===== config.mk =====
export PLATFORM = sky130hd
export DESIGN_NAME = scancode_set1_key_decoder
export DESIGN_NICKNAME = d
export VERILOG_FILES = /design/src/rtl/sc1kd_pkg.sv /design/src/rtl/scancode_set1_key_decoder.sv /design/src/rtl/sc1kd_front.sv /design/src/rtl/sc1kd_fifo.sv /design/src/rtl/sc1kd_back.sv
export SDC_FILE = /design/constraint.sdc
export NUM_CORES = 1
export LEC_CHECK = 0
export ABC_AREA = 0
export ABC_CLOCK_PERIOD_IN_PS = 3900
export BUFFER_PORTS_ARGS = -buffer_cell sky130_fd_sc_hd__buf_2
export CORE_MARGIN = 2
export CORE_UTILIZATION = 30
export CTS_BUF_LIST = sky130_fd_sc_hd__clkbuf_8
export DETAILED_ROUTE_END_ITERATION = 16
export HOLD_SLACK_MARGIN = 0.08
export PLACE_DENSITY = 0.49
export SLEW_MARGIN = 10
export SYNTH_ARGS = -nofsm -noshare
export SYNTH_HDL_FRONTEND = slang
export SYNTH_SLANG_ARGS = --single-unit

===== constraint.sdc =====
create_clock -name clk -period 3.9 [get_ports clk]
set_clock_uncertainty 0.05 [all_clocks]
set_input_delay 0.195 -clock clk [delete_from_list [all_inputs] [get_ports clk]]
set_output_delay 0.195 -clock clk [all_outputs]
set_load 0.01 [all_outputs]

===== src/rtl/sc1kd_pkg.sv =====
package sc1kd_pkg;

  localparam int ScanW = 8;
  localparam int CharW = 7;
  localparam int CodeW = 4;
  localparam int PrefixDepth = 5;
  localparam int QueueDepthDefault = 4;
  localparam int OutDataW = 16;

  localparam logic [ScanW-1:0] PFX_EXT = 8'hE0;
  localparam logic [ScanW-1:0] PFX_PAUSE = 8'hE1;
  localparam logic [ScanW-1:0] PRT_PRESS_1 = 8'h2A;
  localparam logic [ScanW-1:0] PRT_PRESS_3 = 8'h37;
  localparam logic [ScanW-1:0] PRT_REL_1 = 8'hB7;
  localparam logic [ScanW-1:0] PRT_REL_3 = 8'hAA;
  localparam logic [ScanW-1:0] PAUSE_1 = 8'h1D;
  localparam logic [ScanW-1:0] PAUSE_2 = 8'h45;
  localparam logic [ScanW-1:0] PAUSE_4 = 8'h9D;
  localparam logic [ScanW-1:0] PAUSE_5 = 8'hC5;

  localparam logic [CodeW-1:0] KC_UNKNOWN = 4'd0;
  localparam logic [CodeW-1:0] KC_ESC = 4'd1;
  localparam logic [CodeW-1:0] KC_BKSP = 4'd2;
  localparam logic [CodeW-1:0] KC_TAB = 4'd3;
  localparam logic [CodeW-1:0] KC_RETURN = 4'd4;
  localparam logic [CodeW-1:0] KC_CTRL_L = 4'd5;
  localparam logic [CodeW-1:0] KC_SHIFT_L = 4'd6;
  localparam logic [CodeW-1:0] KC_SHIFT_R = 4'd7;
  localparam logic [CodeW-1:0] KC_PRTSCR = 4'd8;
  localparam logic [CodeW-1:0] KC_BREAK = 4'd9;

  // one queued event; pair marks the pause press/release couple
  typedef struct packed {
    logic [CharW-1:0] printable;
    logic [CodeW-1:0] key_code;
    logic             released;
    logic             pair;
  } ev_t;

  function automatic logic [CharW-1:0] char_lookup(input logic [CharW-1:0] idx);
    logic [CharW-1:0] c;
    c = '0;
    unique case (idx)
      7'h02: c = 7'h31;
      7'h03: c = 7'h32;
      7'h04: c = 7'h33;
      7'h05: c = 7'h34;
      7'h06: c = 7'h35;
      7'h07: c = 7'h36;
      7'h08: c = 7'h37;
      7'h09: c = 7'h38;
      7'h0A: c = 7'h39;
      7'h0B: c = 7'h30;
      7'h0C: c = 7'h2D;
      7'h0D: c = 7'h3D;
      7'h10: c = 7'h51;
      7'h11: c = 7'h57;
      7'h12: c = 7'h45;
      7'h13: c = 7'h52;
      7'h14: c = 7'h54;
      7'h15: c = 7'h59;
      7'h16: c = 7'h55;
      7'h17: c = 7'h49;
      7'h18: c = 7'h4F;
      7'h19: c = 7'h50;
      7'h1A: c = 7'h5B;
      7'h1B: c = 7'h5D;
      7'h1E: c = 7'h41;
      7'h1F: c = 7'h53;
      7'h20: c = 7'h44;
      7'h21: c = 7'h46;
      7'h22: c = 7'h47;
      7'h23: c = 7'h48;
      7'h24: c = 7'h4A;
      7'h25: c = 7'h4B;
      7'h26: c = 7'h4C;
      7'h27: c = 7'h3B;
      7'h28: c = 7'h27;
      7'h29: c = 7'h60;
      7'h2B: c = 7'h5C;
      7'h2C: c = 7'h5A;
      7'h2D: c = 7'h58;
      7'h2E: c = 7'h43;
      7'h2F: c = 7'h56;
      7'h30: c = 7'h42;
      7'h31: c = 7'h4E;
      7'h32: c = 7'h4D;
      7'h33: c = 7'h2C;
      7'h34: c = 7'h2E;
      7'h35: c = 7'h2F;
      7'h37: c = 7'h2A;
      default: c = '0;
    endcase
    return c;
  endfunction

  function automatic logic [CodeW-1:0] named_key(input logic [CharW-1:0] idx);
    logic [CodeW-1:0] k;
    k = KC_UNKNOWN;
    unique case (idx)
      7'h01: k = KC_ESC;
      7'h0E: k = KC_BKSP;
      7'h0F: k = KC_TAB;
      7'h1C: k = KC_RETURN;
      7'h1D: k = KC_CTRL_L;
      7'h2A: k = KC_SHIFT_L;
      7'h36: k = KC_SHIFT_R;
      default: k = KC_UNKNOWN;
    endcase
    return k;
  endfunction

endpackage


===== src/rtl/scancode_set1_key_decoder.sv =====
// channel  dir  tdata (low bit up)                                tlast
// s_*      in   scan_byte[7:0]                                    -
// m_*      out  printable[6:0] key_code[10:7] released[11], pad   last_of_run
//
// One byte taken per cycle while the event queue has room; prefix bytes
// are held in the front end and give no transfer.
// An event enters the queue when its closing byte is taken and is then
// registered onto m_tdata; a pause sequence gives two transfers, press then release.
// rst is synchronous and clears pending prefixes, the queue and m_tvalid.
// Stalls on m_tready fill the queue; s_tready drops only when it is full.
module scancode_set1_key_decoder
  import sc1kd_pkg::*;
#(
  parameter int QueueDepth = QueueDepthDefault
) (
  input  logic                clk,
  input  logic                rst,
  input  logic                s_tvalid,
  output logic                s_tready,
  input  logic [ScanW-1:0]    s_tdata,  // scan_byte[7:0]
  output logic                m_tvalid,
  input  logic                m_tready,
  output logic [OutDataW-1:0] m_tdata,  // printable[6:0], key_code[10:7], released[11]
  output logic                m_tlast
);

  logic take;
  logic ev_valid;
  ev_t  ev;
  ev_t  head;
  logic head_valid;
  logic pop;
  logic not_full;

  assign s_tready = not_full;
  assign take = s_tvalid && s_tready;

  sc1kd_front u_front (
    .clk       (clk),
    .rst       (rst),
    .take      (take),
    .scan_byte (s_tdata),
    .ev_valid  (ev_valid),
    .ev        (ev)
  );

  sc1kd_fifo #(
    .Depth (QueueDepth)
  ) u_fifo (
    .clk       (clk),
    .rst       (rst),
    .push      (take && ev_valid),
    .push_data (ev),
    .not_full  (not_full),
    .pop       (pop),
    .head      (head),
    .not_empty (head_valid)
  );

  sc1kd_back u_back (
    .clk        (clk),
    .rst        (rst),
    .head       (head),
    .head_valid (head_valid),
    .pop        (pop),
    .m_tvalid   (m_tvalid),
    .m_tready   (m_tready),
    .m_tdata    (m_tdata),
    .m_tlast    (m_tlast)
  );

endmodule


===== src/rtl/sc1kd_front.sv =====
module sc1kd_front
  import sc1kd_pkg::*;
(
  input  logic             clk,
  input  logic             rst,
  input  logic             take,
  input  logic [ScanW-1:0] scan_byte,
  output logic             ev_valid,
  output ev_t              ev
);

  localparam int CntW = $clog2(PrefixDepth + 1);
  localparam int IdxW = $clog2(PrefixDepth);

  logic [ScanW-1:0] prefix_bytes [PrefixDepth];
  logic [CntW-1:0]  prefix_count;
  logic [CntW-1:0]  prefix_count_next;
  logic             hold;
  logic [ScanW-1:0] s0;
  logic [ScanW-1:0] s1;
  logic [CharW-1:0] ch;

  assign s0 = (prefix_count == CntW'(0)) ? scan_byte : prefix_bytes[0];
  assign s1 = (prefix_count == CntW'(1)) ? scan_byte : prefix_bytes[1];
  assign ch = char_lookup(s0[CharW-1:0]);

  always_comb begin
    hold = 1'b0;
    prefix_count_next = '0;
    ev_valid = 1'b0;
    ev = '0;
    if (s0 == PFX_EXT) begin
      if (prefix_count == CntW'(0)) begin
        hold = 1'b1;
      end else if (s1 == PRT_PRESS_1 || s1 == PRT_REL_1) begin
        if (prefix_count < CntW'(3)) begin
          hold = 1'b1;
        end else begin
          // full four bytes: match or drop the lot
          ev_valid = (prefix_bytes[2] == PFX_EXT) &&
                     (scan_byte == ((s1 == PRT_REL_1) ? PRT_REL_3 : PRT_PRESS_3));
          ev.key_code = KC_PRTSCR;
          ev.released = (s1 == PRT_REL_1);
        end
      end else begin
        ev_valid = 1'b1;
        ev.key_code = KC_UNKNOWN;
        ev.released = s1[ScanW-1];
      end
    end else if (s0 == PFX_PAUSE) begin
      if (prefix_count < CntW'(PrefixDepth)) begin
        hold = 1'b1;
      end else begin
        ev_valid = (prefix_bytes[1] == PAUSE_1) && (prefix_bytes[2] == PAUSE_2) &&
                   (prefix_bytes[3] == PFX_PAUSE) && (prefix_bytes[4] == PAUSE_4) &&
                   (scan_byte == PAUSE_5);
        ev.key_code = KC_BREAK;
        ev.pair = 1'b1;
      end
    end else begin
      ev_valid = 1'b1;
      ev.printable = ch;
      ev.key_code = (ch == '0) ? named_key(s0[CharW-1:0]) : KC_UNKNOWN;
      ev.released = s0[ScanW-1];
    end
    if (hold) begin
      prefix_count_next = prefix_count + CntW'(1);
    end
  end

  always_ff @(posedge clk) begin
    if (rst) begin
      prefix_count <= '0;
    end else if (take) begin
      prefix_count <= prefix_count_next;
    end
  end

  always_ff @(posedge clk) begin
    if (take && hold) begin
      prefix_bytes[prefix_count[IdxW-1:0]] <= scan_byte;
    end
  end

endmodule


===== src/rtl/sc1kd_fifo.sv =====
module sc1kd_fifo
  import sc1kd_pkg::*;
#(
  parameter int Depth = QueueDepthDefault
) (
  input  logic clk,
  input  logic rst,
  input  logic push,
  input  ev_t  push_data,
  output logic not_full,
  input  logic pop,
  output ev_t  head,
  output logic not_empty
);

  localparam int PtrW = (Depth > 1) ? $clog2(Depth) : 1;
  localparam int CntW = $clog2(Depth + 1);

  ev_t             slots [Depth];
  logic [PtrW-1:0] wr_ptr;
  logic [PtrW-1:0] rd_ptr;
  logic [CntW-1:0] count;

  assign not_full = (count != CntW'(Depth));
  assign not_empty = (count != '0);
  assign head = slots[rd_ptr];

  function automatic logic [PtrW-1:0] bump(input logic [PtrW-1:0] p);
    return (p == PtrW'(Depth - 1)) ? '0 : p + PtrW'(1);
  endfunction

  always_ff @(posedge clk) begin
    if (rst) begin
      wr_ptr <= '0;
      rd_ptr <= '0;
      count <= '0;
    end else begin
      if (push) begin
        wr_ptr <= bump(wr_ptr);
      end
      if (pop) begin
        rd_ptr <= bump(rd_ptr);
      end
      if (push && !pop) begin
        count <= count + CntW'(1);
      end else if (pop && !push) begin
        count <= count - CntW'(1);
      end
    end
  end

  always_ff @(posedge clk) begin
    if (push) begin
      slots[wr_ptr] <= push_data;
    end
  end

endmodule


===== src/rtl/sc1kd_back.sv =====
module sc1kd_back
  import sc1kd_pkg::*;
(
  input  logic                clk,
  input  logic                rst,
  input  ev_t                 head,
  input  logic                head_valid,
  output logic                pop,
  output logic                m_tvalid,
  input  logic                m_tready,
  output logic [OutDataW-1:0] m_tdata,
  output logic                m_tlast
);

  logic             load;
  logic             second;
  logic [CharW-1:0] printable;
  logic [CodeW-1:0] key_code;
  logic             released;

  assign load = !m_tvalid || m_tready;
  // a pause pair stays at the head until its release half is loaded into the output register
  assign pop = load && head_valid && (!head.pair || second);
  assign m_tdata = {{(OutDataW - CharW - CodeW - 1){1'b0}}, released, key_code, printable};

  always_ff @(posedge clk) begin
    if (rst) begin
      m_tvalid <= 1'b0;
      second <= 1'b0;
    end else if (load) begin
      m_tvalid <= head_valid;
      if (head_valid) begin
        second <= head.pair && !second;
      end
    end
  end

  always_ff @(posedge clk) begin
    if (load && head_valid) begin
      printable <= head.printable;
      key_code <= head.key_code;
      released <= head.pair ? second : head.released;
      m_tlast <= !head.pair || second;
    end
  end

endmodule


* After elaboration in Yosys (flattened, before gate mapping)
Memories as Yosys holds them, arrays and structs flattened. A register that Yosys moved wholly into a read port is not among the register bits.
Index checks and enable logic that the tools add are counted.
** Cells by class
- Reductions and logical operators :: 26
- Multiplexer cells :: 42
- Eq/ne operators :: 22
- Add/subtract/negate cells :: 5
- Magnitude comparators :: 2
** Operators by type and width (number)
- $eq 8x8->1 const B :: 7
- $mux 8 :: 3
- $mux 1 :: 21
- $mux 7 :: 3
- $pmux 3 s7 :: 1
- $mux 5 :: 4
- $eq 7x4->1 const B :: 2
- $eq 7x5->1 const B :: 2
- $eq 7x6->1 const B :: 2
- $logic_and 1x1->1 :: 13
- $mux 3 :: 4
- $eq 8x5->1 const B :: 1
- $eq 8x6->1 const B :: 1
- $eq 8x7->1 const B :: 1
- $eq 8x8->1 :: 1
- $mux 2 :: 4
- $mux 4 :: 2
- $eq 7x1->1 const B :: 1
- $logic_not 7->1 :: 1
- $add 3x1->3 const B :: 2
- $logic_not 1->1 :: 5
- $add 2x1->2 const B :: 2
- $eq 2x2->1 const B :: 2
- $eq 3x1->1 const B :: 1
- 9 further kinds :: 11
** Word-level totals
- Memories kept :: 3
- Bits in writable memories :: 92
- Input bits :: 12
- Output and inout port bits :: 19
- Memory bits (read-only) :: 448
- Logic and storage cells :: 110
- Flip-flop bits (word level) :: 25
** Memories
- (no name shown) :: words 64, width 7, read ports 1, clocked after memory_dff 0, wr ports 0, line sc1kd_pkg.sv:43 : unique case (idx)
- u_fifo.slots :: words 4, width 13, read ports 1, clocked after memory_dff 1, wr ports 1, line sc1kd_fifo.sv:19 : ev_t slots [Depth];
- u_front.prefix_bytes :: words 5, width 8, read ports 5, clocked after memory_dff 0, wr ports 1, line sc1kd_front.sv:15 : logic [ScanW-1:0] prefix_bytes [PrefixDepth];

* Logic depth before layout (Yosys ltp)
- Word-level depth :: 15
- Depth in mapped cells :: 16
- Gate-level depth less buffers :: 15

* By module
From an unflattened synthesis, not the netlist that was laid out.
** Unflattened totals
- Cells, all modules :: 443
- Area total of the unflattened synthesis :: 5915.7 um^2
** By module, submodules not included
- sc1kd_front :: instances 1, area an instance 3031.7 um^2, cells an instance 296, seq. area each 1261.2 um^2
- sc1kd_fifo :: instances 1, area an instance 2323.5 um^2, cells an instance 112, seq. area each 1741.7 um^2
- sc1kd_back :: instances 1, area an instance 548.0 um^2, cells an instance 33, seq. area each 430.4 um^2
- scancode_set1_key_decoder :: instances 1, area an instance 12.5 um^2, cells an instance 2, seq. area each 0.0 um^2

* Least setup slack after synthesis
Ideal clock, no wire load.
- Kind :: reg2reg
- Start point :: reg u_front.prefix_count[0]
- End point :: reg u_fifo.count[2]
- Setup slack :: -64 ps
- Setup time :: 71 ps
- Data arrival time :: 3843 ps
- Data required time :: 3779 ps
- Stages on the path, launching flop included :: 16
- Path buffers :: 0
- Clock period less this slack :: 3964 ps
- Cell sequence :: dfxtp_1 inv_1 ha_1 nor2b_2 mux2i_1 inv_1 ha_1 nand4b_1 o21ai_0 a211oi_2 ha_1 inv_1 fa_1 xor2_1 or3_1 a21oi_1
** Between the ends
- Cells in the longest elaborated chain, start to end :: 14
- Elaborated cells on any way between the ends :: 26
- Those cells by class :: order compare: 2; eq/ne: 6; mux: 10; reduce/logical: 8
** RTL lines
- start, declared :: line sc1kd_front.sv:16 : logic [CntW-1:0] prefix_count;
- start signal, assigned :: line sc1kd_front.sv:75 : prefix_count <= prefix_count_next;
- $eq 3x1->1 :: line sc1kd_front.sv:24 : assign s1 = (prefix_count == CntW'(1)) ? scan_byte : prefix_bytes[1];
- $mux 8 :: line sc1kd_front.sv:24
- $eq 8x8->1 :: line sc1kd_front.sv:35, sc1kd_front.sv:41
- $mux 8 :: line sc1kd_front.sv:41 : (scan_byte == ((s1 == PRT_REL_1) ? PRT_REL_3 : PRT_PRESS_3));
- $eq 8x8->1 :: line sc1kd_front.sv:41
- $logic_and 1x1->1 :: line sc1kd_front.sv:40 : ev_valid = (prefix_bytes[2] == PFX_EXT) &&
- $mux 1 :: line sc1kd_front.sv:36 : if (prefix_count < CntW'(3)) begin
- $mux 1 :: line sc1kd_front.sv:35 : end else if (s1 == PRT_PRESS_1 || s1 == PRT_REL_1) begin
- $mux 1 :: line sc1kd_front.sv:33 : if (prefix_count == CntW'(0)) begin
- $mux 1 (*) :: line sc1kd_front.sv:32 : if (s0 == PFX_EXT) begin
- $logic_and 1x1->1 (*) :: line scancode_set1_key_decoder.sv:52 : .push (take && ev_valid),
- via u_fifo.push :: line sc1kd_fifo.sv:8 : input logic push,
- $logic_not 1->1 :: line sc1kd_fifo.sv:46 : end else if (pop && !push) begin
- $logic_and 1x1->1 :: line sc1kd_fifo.sv:46
- $reduce_bool 2->1 (no source line)
- end signal, assigned :: line sc1kd_fifo.sv:45 : count <= count + CntW'(1);
- end signal, assigned :: line sc1kd_fifo.sv:47 : count <= count - CntW'(1);
- end, declared :: line sc1kd_fifo.sv:22 : logic [CntW-1:0] count;
Mark *: on every way through the listed nets, which the timed path passes. The rest lies on a longest branch.
A chain may end at the register's enable or synchronous reset.

* Worst setup path in the final report
Ends and elaborated chain as after synthesis.

==> out/summary.txt <==
Slew Limit Fails = 0
number of global-route vias before repair = 4042
critical path endpoint = u_fifo.count[2]
core area = 19500 sq um
Yosys top cell by area = edfxtp_1
placed cells = 734
Clk Latency, worst-skew pair = 0.44 ns
via count = 3910
register area share after synthesis = 0.576
WP data arrival = 3.94 ns
hold path depth = 1
DR vias/cell = 5.06
Synth cell types = 75
clock buffer depth = 2
Initial Utilization = 0.306
reg2reg start = u_front.prefix_count[0]
Reg2Reg Setup Slack = 0.27 ns
Non-Filler Instances = 772
Mapped Area = 5960 sq um
Die H = 145 microns
I/O Buffers = 26
PD cells = 501 nW/um^2
DIE WIDTH = 145 microns
Worst Hold Class = input port to register
crit path from = u_front.prefix_count[0]
initial antenna violation count = 0
Syn Inst Count = 437
Largest stage delay, worst path = 0.42 ns
final-stage net count = 524
worst vdd ir = 0.281 mV
gr ovfl total = 0
Crit path depth = 15
WL final = 14300 microns
Slew HR = 0.543
Required @ worst endpoint = 4.22 ns
Max H-tree Level = 4
Max Fanout on Critical Path = 5
GP Congestion = 0.912
WHS = 0.119 ns
MaxCap Viol Count = 0
DRC Markers = 0
Syn-to-layout area delta = 16.6%
Final period util = 0.930
Reg2Reg Depth = 15
Wirelength per Cell = 18.6 microns
I/O pins = 31
buffers and inverters on the worst path = 3
dpl hpwl = 9840 microns
Period minus WS final = 3.63 ns
CP startpoint kind = register
post-route ant nets = 0
first-pass GRT wire length = 22600 microns
share of layout cells above drive strength 1 = 0.250
All-Layer GR Usage = 0.140
async set or reset register ratio after synthesis = 0
mean post-synth cell area = 13.6 sq um
Setup CP Type = register to register
Crit path max-delay family = adder cells
TritonCTS clock tree = done
root buf cell = clkbuf_8
fmax = 0.276 GHz
Ys Warns = 0
most frequent CP cell = ha_1
leakage = 2.42 nW
DR pass1 iterations = 4
share of the synthesized area in the top cell type = 0.529
largest net degree at the start of global routing = 26
Starting DRT DRC Count = 284
FP Rows = 51
Setup violations, final = 0
clock buffer count from CTS = 17
main area contributors after synthesis = edfxtp_1, mux4_2, dfxtp_1
worst-margin pin slew = 0.682 ns
Fin. Hold Viols = 0
hold path start = s_tdata[5]
RSZ-0062 raised after global routing = no
die area = 21000 sq um
Fill cells = 1939
slowest stage cell on the critical path = fa_1
setup tns final = 0 ns
EDFF count, synth = 105
FF-to-FF End = u_fifo.count[2]
Most used DFF post-synth = edfxtp_1
#FFs+latches synth = 119
CP Capture Type = register
crit path cell chain = inv_1, ha_1, nor2b_2, mux2i_4, inv_2, ha_1, nand4b_1, o21ai_0, a211oi_2, ha_1, inv_1, fa_1, xor2_1, or3_1, a21oi_1
CTS sink count = 119
status = completed
ant diodes = 0
Worst-path clk slew = 0.08 ns
[area by class of cell]
cell class | count | area (sq um) | area share
clock buffers | 17 | 234 | 0.0337
clock inverters | 15 | 145 | 0.0209
inverters | 18 | 67.6 | 0.00973
multi-input cells | 284 | 2380 | 0.342
repair buffers | 54 | 357 | 0.0513
flip-flops and latches | 119 | 3430 | 0.494
well taps | 265 | 332 | 0.0477
[per-layer routing]
metal | part of all wire | global-route usage
met3 | 0.043 | 0.0355
met2 | 0.46 | 0.223
met1 | 0.48 | 0.183
met4 | 0.018 | 0.0550
met5 | 0 | 0
[Yosys cell counts, drive strengths merged (3+ instances only)]
| master | n |
|---|---|
| edfxtp | 105 |
| mux2i | 22 |
| nand2 | 21 |
| nor2 | 21 |
| o21ai | 21 |
| inv | 18 |
| ha | 17 |
| a21oi | 15 |
| dfxtp | 14 |
| mux4 | 14 |
| buf | 12 |
| nand2b | 11 |
| nor4 | 11 |
| clkbuf | 8 |
| a211oi | 7 |
| and2 | 7 |
| and3 | 7 |
| mux2 | 7 |
| nand3b | 7 |
| nor3 | 7 |
| nand4b | 5 |
| o31ai | 5 |
| a21o | 4 |
| a22oi | 4 |
| a31oi | 4 |
| o211ai | 4 |
| o22ai | 4 |
| nor2b | 3 |
| o221ai | 3 |
| or4b | 3 |
[sequential cells by signal, indices dropped and copies added, names as in the netlist, named ones only]
| signal | flops |
|---|---|
| u_fifo.rd_ptr | 2 |
| u_back.m_tvalid | 1 |
| u_back.key_code | 4 |
| u_fifo.count | 3 |
| u_back.printable | 7 |
| u_fifo.wr_ptr | 2 |
| u_fifo.slots | 52 |
| u_front.prefix_count | 3 |
| u_front.prefix_bytes | 40 |
| u_back.released | 1 |
| u_back.second | 1 |
| u_back.m_tlast | 1 |
[logic make-up after synthesis]
family,Yosys count,synth area share
mux,43,0.106
fa+ha+maj,18,0.0391
flops,119,0.576
other cells,1,0.000630
buf+inv,38,0.0319
simple gates,124,0.127
xor+xnor,2,0.00294
compound gates,92,0.115
[cells in the final DEF, fill, tap and decap left out, drive strengths merged, types with 3 or more instances in the layout]
cell / n
ha: 17
nand3b: 7
dlygate4sd3: 5
mux4: 14
nor2: 21
nand4b: 6
conb: 4
o21ai: 21
or4b: 3
a31oi: 4
mux2: 7
buf: 49
o22ai: 4
inv: 23
a21o: 4
clkbuf: 17
a22oi: 4
a21oi: 15
nor3: 7
and3: 7
mux2i: 22
o31ai: 5
o221ai: 3
dfxtp: 14
nor4: 11
clkinv: 5
clkinvlp: 4
edfxtp: 105
a211oi: 7
nand2b: 11
and2: 7
nor2b: 3
o211ai: 4
nand2: 21
[timing repair]
| item | in CTS | in global routing |
|---|---|---|
| endpoints found under the setup margin | 0 | 9 |
| endpoints found under the hold margin | 17 | 0 |
| resized for setup | 0 | 7 |
| hold buffers | 5 | 0 |
| buffers inserted | 0 | 0 |
[worst min path at each step]
stage                                      end  slack, ns
floorplan           u_front.prefix_bytes[0][0]       0.24
global placement               u_back.m_tvalid       0.41
detailed placement             u_back.m_tvalid       0.42
CTS                 u_front.prefix_bytes[4][5]       0.08
global route        u_front.prefix_bytes[4][3]       0.09
finish              u_front.prefix_bytes[4][5]       0.12
[stage by stage]
stage	utilization	power, W	setup WS [ns]	cell area (sq um)
6_report	0.357	0.00348	0.273	6950
3_5_place_dp	0.333	0.00245	0.230	6480
2_1_floorplan	-	0.00219	0.0448	5970
5_1_grt	0.357	0.00368	0.00206	6950
4_1_cts	0.355	0.00353	0.198	6910
3_3_place_gp	0.333	0.00245	0.284	6480
[report_power, final]
group	switching [W]	internal [W]	total, W
registers	0.0000512	0.00159	0.00164
clock network	0.000544	0.000516	0.00106
logic	0.000426	0.000347	0.000773
Power figures use the tool's default switching activity.
